<file path="src/rtl/cpro_pkg.sv">
// cpro_pkg: shared types, constants and pixel functions for the clipped
// pixel raster op block. No dependencies.
package cpro_pkg;

    localparam int MAX_DIM = 4096;
    localparam int DIM_W   = $clog2(MAX_DIM) + 1;
    localparam int POS_W   = $clog2(MAX_DIM);
    localparam int COORD_W = 16;
    localparam int ADDR_W  = 24;
    localparam int PIX_W   = 32;
    localparam int PADDR_W = 5;
    localparam int PDATA_W = 32;

    localparam logic [2:0] REG_CLIP_LEFT   = 3'd0;
    localparam logic [2:0] REG_CLIP_RIGHT  = 3'd1;
    localparam logic [2:0] REG_CLIP_TOP    = 3'd2;
    localparam logic [2:0] REG_CLIP_BOTTOM = 3'd3;
    localparam logic [2:0] REG_DEST_PITCH  = 3'd4;
    localparam logic [2:0] REG_PIXEL_OP    = 3'd5;
    localparam logic [2:0] REG_BLEND_EN    = 3'd6;
    localparam logic [2:0] REG_KEY_EN      = 3'd7;

    localparam logic [2:0] OP_SRC    = 3'd1;
    localparam logic [2:0] OP_DEST   = 3'd2;
    localparam logic [2:0] OP_MIX75  = 3'd3;
    localparam logic [2:0] OP_INVERT = 3'd4;
    localparam logic [2:0] OP_AVG    = 3'd5;

    localparam logic [23:0] KEY_RGB      = 24'hFF00FF;
    localparam logic [7:0]  ALPHA_OPAQUE = 8'hFF;

    typedef struct packed {
        logic [11:0]      clip_left;
        logic [DIM_W-1:0] clip_right;
        logic [11:0]      clip_top;
        logic [DIM_W-1:0] clip_bottom;
        logic [DIM_W-1:0] dest_pitch;
        logic [2:0]       pixel_op;
        logic             blend_enable;
        logic             color_key_enable;
    } t_cfg;

    typedef struct packed {
        logic signed [COORD_W-1:0] dest_x;
        logic signed [COORD_W-1:0] dest_y;
        logic [PIX_W-1:0]          src_pixel;
        logic [PIX_W-1:0]          dest_pixel;
        logic                      last_in;
    } t_in_item;

    typedef struct packed {
        logic              write_enable;
        logic [ADDR_W-1:0] dest_address;
        logic [PIX_W-1:0]  pixel_out;
        logic              last_out;
    } t_out_item;

    function automatic logic [DIM_W-1:0] sat_dim(input logic [DIM_W-1:0] v);
        return (v > DIM_W'(MAX_DIM)) ? DIM_W'(MAX_DIM) : v;
    endfunction

    function automatic logic [PIX_W-1:0] raster_op(input logic [PIX_W-1:0] s,
                                                   input logic [PIX_W-1:0] d,
                                                   input logic [2:0]       op);
        logic [PIX_W-1:0] mix;
        logic [PIX_W-1:0] avg;
        logic [9:0]       m;
        logic [8:0]       a;
        logic [PIX_W-1:0] res;
        mix = {ALPHA_OPAQUE, 24'd0};
        avg = {ALPHA_OPAQUE, 24'd0};
        for (int c = 0; c < 3; c++) begin
            m = 10'(3 * {2'd0, s[c*8 +: 8]}) + {2'd0, d[c*8 +: 8]};
            a = {1'b0, s[c*8 +: 8]} + {1'b0, d[c*8 +: 8]};
            mix[c*8 +: 8] = m[9:2];
            avg[c*8 +: 8] = a[8:1];
        end
        case (op)
            OP_SRC:    res = s;
            OP_DEST:   res = d;
            OP_MIX75:  res = mix;
            OP_INVERT: res = {ALPHA_OPAQUE, ~d[23:0]};
            OP_AVG:    res = avg;
            default:   res = '0;
        endcase
        return res;
    endfunction

endpackage

</file>
<file path="src/rtl/cpro_regs.sv">
// cpro_regs: APB-style configuration register file.
// Depends on cpro_pkg.
module cpro_regs (
    input  logic                          i_clk,
    input  logic                          i_rst_n,
    input  logic                          psel,
    input  logic                          penable,
    input  logic                          pwrite,
    input  logic [cpro_pkg::PADDR_W-1:0]  paddr,
    input  logic [cpro_pkg::PDATA_W-1:0]  pwdata,
    output logic [cpro_pkg::PDATA_W-1:0]  prdata,
    output logic                          pready,
    output cpro_pkg::t_cfg                o_cfg
);

    cpro_pkg::t_cfg r_cfg;
    cpro_pkg::t_cfg n_cfg;
    logic [2:0]     idx;

    assign idx    = paddr[4:2];
    assign pready = 1'b1;
    assign o_cfg  = r_cfg;

    always_comb begin
        n_cfg = r_cfg;
        if (psel && penable && pwrite) begin
            case (idx)
                cpro_pkg::REG_CLIP_LEFT:   n_cfg.clip_left        = pwdata[11:0];
                cpro_pkg::REG_CLIP_RIGHT:  n_cfg.clip_right       = pwdata[12:0];
                cpro_pkg::REG_CLIP_TOP:    n_cfg.clip_top         = pwdata[11:0];
                cpro_pkg::REG_CLIP_BOTTOM: n_cfg.clip_bottom      = pwdata[12:0];
                cpro_pkg::REG_DEST_PITCH:  n_cfg.dest_pitch       = pwdata[12:0];
                cpro_pkg::REG_PIXEL_OP:    n_cfg.pixel_op         = pwdata[2:0];
                cpro_pkg::REG_BLEND_EN:    n_cfg.blend_enable     = pwdata[0];
                cpro_pkg::REG_KEY_EN:      n_cfg.color_key_enable = pwdata[0];
                default:                   n_cfg = r_cfg;
            endcase
        end
    end

    always_ff @(posedge i_clk) begin
        if (!i_rst_n) begin
            r_cfg.clip_left        <= '0;
            r_cfg.clip_right       <= cpro_pkg::DIM_W'(cpro_pkg::MAX_DIM);
            r_cfg.clip_top         <= '0;
            r_cfg.clip_bottom      <= cpro_pkg::DIM_W'(cpro_pkg::MAX_DIM);
            r_cfg.dest_pitch       <= cpro_pkg::DIM_W'(cpro_pkg::MAX_DIM);
            r_cfg.pixel_op         <= cpro_pkg::OP_SRC;
            r_cfg.blend_enable     <= 1'b1;
            r_cfg.color_key_enable <= 1'b0;
        end else begin
            r_cfg <= n_cfg;
        end
    end

    always_comb begin
        case (idx)
            cpro_pkg::REG_CLIP_LEFT:   prdata = 32'(r_cfg.clip_left);
            cpro_pkg::REG_CLIP_RIGHT:  prdata = 32'(r_cfg.clip_right);
            cpro_pkg::REG_CLIP_TOP:    prdata = 32'(r_cfg.clip_top);
            cpro_pkg::REG_CLIP_BOTTOM: prdata = 32'(r_cfg.clip_bottom);
            cpro_pkg::REG_DEST_PITCH:  prdata = 32'(r_cfg.dest_pitch);
            cpro_pkg::REG_PIXEL_OP:    prdata = 32'(r_cfg.pixel_op);
            cpro_pkg::REG_BLEND_EN:    prdata = 32'(r_cfg.blend_enable);
            cpro_pkg::REG_KEY_EN:      prdata = 32'(r_cfg.color_key_enable);
            default:                   prdata = '0;
        endcase
    end

endmodule

</file>
<file path="src/rtl/cpro_pipe.sv">
// cpro_pipe: three-stage pixel pipeline (clip test, multiply and raster op,
// address add and output register). Depends on cpro_pkg.
module cpro_pipe (
    input  logic                i_clk,
    input  logic                i_rst_n,
    input  cpro_pkg::t_cfg      i_cfg,
    input  logic                i_in_valid,
    output logic                o_in_stall,
    input  cpro_pkg::t_in_item  i_in_data,
    output logic                o_out_valid,
    input  logic                i_out_stall,
    output cpro_pkg::t_out_item o_out_data
);

    typedef struct packed {
        logic                           in_win;
        logic                           keyed;
        logic [cpro_pkg::POS_W-1:0]     x;
        logic [cpro_pkg::POS_W-1:0]     y;
        logic [cpro_pkg::PIX_W-1:0]     src;
        logic [cpro_pkg::PIX_W-1:0]     dst;
        logic                           last;
    } t_s1;

    typedef struct packed {
        logic                           in_win;
        logic                           keyed;
        logic [cpro_pkg::POS_W-1:0]     x;
        logic [cpro_pkg::ADDR_W-1:0]    prod;
        logic [cpro_pkg::PIX_W-1:0]     pix;
        logic                           last;
    } t_s2;

    logic r_v1, r_v2, r_v3;
    logic rdy1, rdy2, rdy3;
    t_s1  r_s1, n_s1;
    t_s2  r_s2, n_s2;
    cpro_pkg::t_out_item r_out, n_out;

    logic [cpro_pkg::DIM_W-1:0] right_sat, bottom_sat, pitch_sat;
    logic                       x_ok, y_ok;
    logic [cpro_pkg::ADDR_W-1:0] addr;

    assign rdy3 = !r_v3 || !i_out_stall;
    assign rdy2 = !r_v2 || rdy3;
    assign rdy1 = !r_v1 || rdy2;

    assign o_in_stall  = !rdy1;
    assign o_out_valid = r_v3;
    assign o_out_data  = r_out;

    assign right_sat  = cpro_pkg::sat_dim(i_cfg.clip_right);
    assign bottom_sat = cpro_pkg::sat_dim(i_cfg.clip_bottom);
    assign pitch_sat  = cpro_pkg::sat_dim(i_cfg.dest_pitch);

    // stage 1: window test on the incoming beat
    always_comb begin
        x_ok = !i_in_data.dest_x[15]
            && (i_in_data.dest_x[14:0] >= 15'(i_cfg.clip_left))
            && (i_in_data.dest_x[14:0] < 15'(right_sat));
        y_ok = !i_in_data.dest_y[15]
            && (i_in_data.dest_y[14:0] >= 15'(i_cfg.clip_top))
            && (i_in_data.dest_y[14:0] < 15'(bottom_sat));
        n_s1.in_win = x_ok && y_ok;
        n_s1.keyed  = i_cfg.color_key_enable
                   && (i_in_data.src_pixel[23:0] == cpro_pkg::KEY_RGB);
        n_s1.x      = i_in_data.dest_x[cpro_pkg::POS_W-1:0];
        n_s1.y      = i_in_data.dest_y[cpro_pkg::POS_W-1:0];
        n_s1.src    = i_in_data.src_pixel;
        n_s1.dst    = i_in_data.dest_pixel;
        n_s1.last   = i_in_data.last_in;
    end

    // stage 2: row offset multiply and raster op
    always_comb begin
        n_s2.in_win = r_s1.in_win;
        n_s2.keyed  = r_s1.keyed;
        n_s2.x      = r_s1.x;
        n_s2.prod   = cpro_pkg::ADDR_W'({{cpro_pkg::DIM_W{1'b0}}, r_s1.y}
                      * {{cpro_pkg::POS_W{1'b0}}, pitch_sat});
        n_s2.pix    = i_cfg.blend_enable
                    ? cpro_pkg::raster_op(r_s1.src, r_s1.dst, i_cfg.pixel_op)
                    : r_s1.src;
        n_s2.last   = r_s1.last;
    end

    // stage 3: address add, clip and key masking
    always_comb begin
        addr = r_s2.prod + cpro_pkg::ADDR_W'(r_s2.x);
        n_out.write_enable = r_s2.in_win && !r_s2.keyed;
        n_out.dest_address = r_s2.in_win ? addr : '0;
        n_out.pixel_out    = n_out.write_enable ? r_s2.pix : '0;
        n_out.last_out     = r_s2.last;
    end

    always_ff @(posedge i_clk) begin
        if (!i_rst_n) begin
            r_v1 <= 1'b0;
            r_v2 <= 1'b0;
            r_v3 <= 1'b0;
        end else begin
            if (rdy1) r_v1 <= i_in_valid;
            if (rdy2) r_v2 <= r_v1;
            if (rdy3) r_v3 <= r_v2;
        end
    end

    always_ff @(posedge i_clk) begin
        if (rdy1 && i_in_valid) r_s1  <= n_s1;
        if (rdy2 && r_v1)       r_s2  <= n_s2;
        if (rdy3 && r_v2)       r_out <= n_out;
    end

    a_s1_move: assert property (@(posedge i_clk) disable iff (!i_rst_n)
        r_v1 && rdy2 |=> r_v2)
        else $error("stage 1 beat lost");

    a_s1_hold: assert property (@(posedge i_clk) disable iff (!i_rst_n)
        r_v1 && !rdy2 |=> r_v1 && $stable(r_s1))
        else $error("stage 1 beat changed while held");

    a_s2_move: assert property (@(posedge i_clk) disable iff (!i_rst_n)
        r_v2 && rdy3 |=> r_v3)
        else $error("stage 2 beat lost");

    a_no_write_zero: assert property (@(posedge i_clk) disable iff (!i_rst_n)
        r_v3 && !r_out.write_enable |-> r_out.pixel_out == '0)
        else $error("suppressed pixel not zero");

endmodule

</file>
<file path="src/rtl/clipped_pixel_raster_op.sv">
// Clipped pixel raster op: an accepted input beat passes through a three-stage
// pipeline (clip test, y*pitch multiply with raster op, address add) to the
// result beat; throughput one beat per cycle while the output is not stalled.
// Reset empties the pipeline and restores every configuration register.
// Depends on cpro_pkg, cpro_regs and cpro_pipe.
module clipped_pixel_raster_op (
    input  logic                          i_clk,
    input  logic                          i_rst_n,
    input  logic                          psel,
    input  logic                          penable,
    input  logic                          pwrite,
    input  logic [cpro_pkg::PADDR_W-1:0]  paddr,
    input  logic [cpro_pkg::PDATA_W-1:0]  pwdata,
    output logic [cpro_pkg::PDATA_W-1:0]  prdata,
    output logic                          pready,
    input  logic                          i_in_valid,
    output logic                          o_in_stall,
    input  cpro_pkg::t_in_item            i_in_data,
    output logic                          o_out_valid,
    input  logic                          i_out_stall,
    output cpro_pkg::t_out_item           o_out_data
);

    cpro_pkg::t_cfg cfg;

    cpro_regs u_regs (
        .i_clk   (i_clk),
        .i_rst_n (i_rst_n),
        .psel    (psel),
        .penable (penable),
        .pwrite  (pwrite),
        .paddr   (paddr),
        .pwdata  (pwdata),
        .prdata  (prdata),
        .pready  (pready),
        .o_cfg   (cfg)
    );

    cpro_pipe u_pipe (
        .i_clk       (i_clk),
        .i_rst_n     (i_rst_n),
        .i_cfg       (cfg),
        .i_in_valid  (i_in_valid),
        .o_in_stall  (o_in_stall),
        .i_in_data   (i_in_data),
        .o_out_valid (o_out_valid),
        .i_out_stall (i_out_stall),
        .o_out_data  (o_out_data)
    );

endmodule
</file>
<file path="config.mk">
export PLATFORM = sky130hd
export DESIGN_NAME = clipped_pixel_raster_op
export DESIGN_NICKNAME = d
export VERILOG_FILES = /design/src/rtl/cpro_pkg.sv /design/src/rtl/cpro_regs.sv /design/src/rtl/cpro_pipe.sv /design/src/rtl/clipped_pixel_raster_op.sv
export SDC_FILE = /design/constraint.sdc
export NUM_CORES = 1
export LEC_CHECK = 0
export ABC_CLOCK_PERIOD_IN_PS = 7900
export BUFFER_PORTS_ARGS = -buffer_cell sky130_fd_sc_hd__buf_2
export CORE_AREA = 2 2 219 221
export CTS_CLUSTER_DIAMETER = 40
export CTS_CLUSTER_SIZE = 14
export DETAILED_ROUTE_END_ITERATION = 16
export DIE_AREA = 0 0 221 223
export HOLD_SLACK_MARGIN = 0.08
export SKIP_LAST_GASP = 1
export SYNTH_ARGS = -nofsm -noshare
export SYNTH_HDL_FRONTEND = slang
export SYNTH_SLANG_ARGS = --single-unit
</file>
<file path="constraint.sdc">
create_clock -name i_clk -period 7.9 [get_ports i_clk]
set_input_delay 0.395 -clock i_clk [delete_from_list [all_inputs] [get_ports i_clk]]
set_output_delay 0.395 -clock i_clk [all_outputs]
set_load 0.03 [all_outputs]
</file>
==> results.toml <==
[run_status]
status = "completed"

[clocking]
cts_sinks = 291
cts_tree = "built"
cts_max_level = 2
hold_buffers = 82
cts-root-buf = "clkbuf_16"
cts_buffers = 50
postCtsSetupBuffers = 0
clock_path_buffers = 3
clk_pin_slew_worst_paths_ns = 0.06
post_cts_resized = 0
insertion_delay_ns = 0.59

[sta]
slew_headroom_pct = 25.9
worst_pin_slew_ns = 1.11
setup_viol = 0
setup_tns_ns = 0
finalCriticalPeriod_ns = 6.38
rsz0062_at_grt = "false"
drv_slew = 0
finalHoldViolCount = 0
fmax_mhz = 157
final.period_utilization_pct = 80.8
skew_ns = 0.0306

[die]
initial_core_util_pct = 44.3
fp.dieW_um = 221
core_area_mm2 = 0.0471
die-area_mm2 = 0.0493
rows = 80
dieHeight_um = 223
design.portCount = 234

[synth]
ys_seq_area_share_pct = 38.4
yosys.area_share.simple_pct = 15.0
synth_top_family_by_area = "adder cells"
synthAdderAreaFrac_pct = 22.9
postSynth.asyncResetShare_pct = 0
muxShareOfSynthArea_pct = 3.07
synth_seq_cells = 291
synth_flop_cell = "edfxtp_1"
syn_inst = 2055
syn-cell-area_mm2 = 0.0209
synth_compound_area_share_pct = 12.0
synth-edff-count = 220
synth_xor_area_share_pct = 2.31
avgSynthCellArea_um2 = 10.2
synth_cell_type_count = 73
yosysWarnings = 0

[global_routing]
grt_pass1_wl_mm = 88.1
first_global_vias = 15800
grt-ovfl-total = 0
antenna_found_initial = 0
grt_max_degree = 72
grt_usage_pct = 22.6

[worst_setup_path]
arrival_ns = 6.71
worstRegToRegCells = 18
path_max_fanout = 18
crit_required_ns = 8.23
crit_type = "reg2reg"
endpoint_kind = "flip-flop"
r2r_end = "u_pipe.r_s2[55]"
cp-start-kind = "flip-flop"
r2r-start = "u_regs.o_cfg[17]"
ff2ff_setup_slack_ns = 1.52

[finish]
nFillCells = 4134
layout_commonest_cell = "nand2_1"
layout_common_cells = "nand2_1 (272), edfxtp_1 (220), inv_1 (208)"
drive_above_1_share_pct = 13.9
seqCellArea_mm2 = 0.00803
fin_nets = 2739
layout.cells.non_filler = 2953
multi_input_area_mm2 = 0.0117
syn_to_final_growth_pct = 19.3
num_antenna_cells = 0

[route]
viasPerCell = 5.32
drtIter0Drc = 1062
wl_per_cell_um = 18.8
ant_nets = 0
drtPass1Iterations = 6
routed_wl_mm = 55.6
routed-via-count = 15700
drc = 0

[pwr]
power_mw = 4.79
peakVddDrop_uv = 204
static-leakage-power_nw = 10.3
power_density_mw_per_mm2 = 192

[place]
placedCellCount = 2779
place_congestion = 0.921
portBuffers = 192
dp_hpwl_mm = 41.7

[hold_path]
hold_path_depth = 3
hold_class = "in2reg"
min_delay_worst_endpoint = "u_regs.o_cfg[21]"
hold_start = "pwdata[3]"

[job]
maxCapViolCount = 0
flip-flops by register name (all words and copies together), names as in the netlist:
signal / cells
u_pipe.r_v2: 1
u_pipe.o_out_data: 58
u_pipe.r_s2: 70
u_pipe.r_v1: 1
u_pipe.r_s1: 76
u_pipe.o_out_valid: 1
u_regs.o_cfg: 68
u_pipe.n_s2: 15
u_pipe.n_out: 1
where the power goes:
group / total, mW / switching, mW / internal, mW
Combinational: 0.684 / 0.386 / 0.299
Clock: 2.30 / 0.834 / 1.47
Sequential: 1.81 / 0.0773 / 1.73
Total: 4.79 / 1.30 / 3.49
how the worst max path moves through the flow:
stage	startpoint	end	slack [ns]
detailed placement	u_regs.o_cfg[17]	u_pipe.r_s2[55]	1.49
floorplan	u_pipe.o_out_valid	u_pipe.n_s2[0]	2.39
global route	u_regs.o_cfg[17]	u_pipe.r_s2[55]	1.17
global placement	u_regs.o_cfg[17]	u_pipe.r_s2[55]	1.65
CTS	u_regs.o_cfg[17]	u_pipe.r_s2[55]	1.49
finish	u_regs.o_cfg[17]	u_pipe.r_s2[55]	1.52
per-stage QoR:
stage	util, %	instance area, µm²	hold slack, ns	setup WS, ns
6_report	52.9	24900	0.112	1.52
3_3_place_gp	47.3	22300	0.407	1.65
2_1_floorplan	-	21000	0.400	2.39
3_5_place_dp	47.3	22300	0.415	1.49
5_1_grt	52.9	24900	0.0802	1.17
4_1_cts	52.9	24900	0.0859	1.49
final cells by class:
type,count,share of cell area (%)
Clock buffer,57,5.46
Clock inverter,35,1.83
Inverter,208,3.13
Multi-Input combinational cell,1464,46.9
Sequential cell,291,32.2
Tap cell,615,3.09
Timing Repair Buffer,283,7.42
cells in the mapped netlist (19+ instances only):
cell / count / area (µm²)
inv_1: 208 / 781
nand3_1: 30 / 150
clkbuf_1: 73 / 274
nand4_1: 19 / 119
edfxtp_1: 220 / 6610
mux2i_1: 36 / 360
dfxtp_1: 71 / 1420
xor2_1: 24 / 210
ha_1: 163 / 2040
a21boi_0: 38 / 285
nor2b_1: 54 / 338
and2_1: 96 / 601
a21o_1: 29 / 218
fa_1: 137 / 2740
nand2b_1: 23 / 144
o21ai_0: 87 / 435
a21oi_1: 97 / 485
xnor2_1: 31 / 272
nand2_1: 272 / 1020
nor2_1: 84 / 315
buf_4: 21 / 158
worst max-delay path, cell delays in order (launching register included):
cell	delay (ns)
dfxtp_1	0.41
buf_4	0.25
nor2b_1	0.78
nand2_1	0.19
fa_1	0.58
inv_1	0.05
fa_1	0.48
fa_1	0.54
fa_1	0.51
inv_1	0.05
fa_1	0.48
inv_1	0.04
ha_1	0.38
o21a_1	0.15
nor2_1	0.05
or4_1	0.50
o211ai_1	0.35
a311oi_1	0.17
xnor2_1	0.14
cells by family (layout without fill, tap and decap cells):
family	after synthesis	after routing
simple gates	646	646
compound gates	391	391
buf+inv	318	583
fa+ha+maj	300	300
flops	291	291
xor+xnor	55	55
mux	52	52
other cells	2	20
routing by layer:
metal  track usage, %  part of all wire, %
met1             30.7                   44
met2             37.2                   47
met3             3.95                  6.0
met4             6.82                  2.6
met5                0                    0
Note: power is estimated with default switching activity, not from simulation.
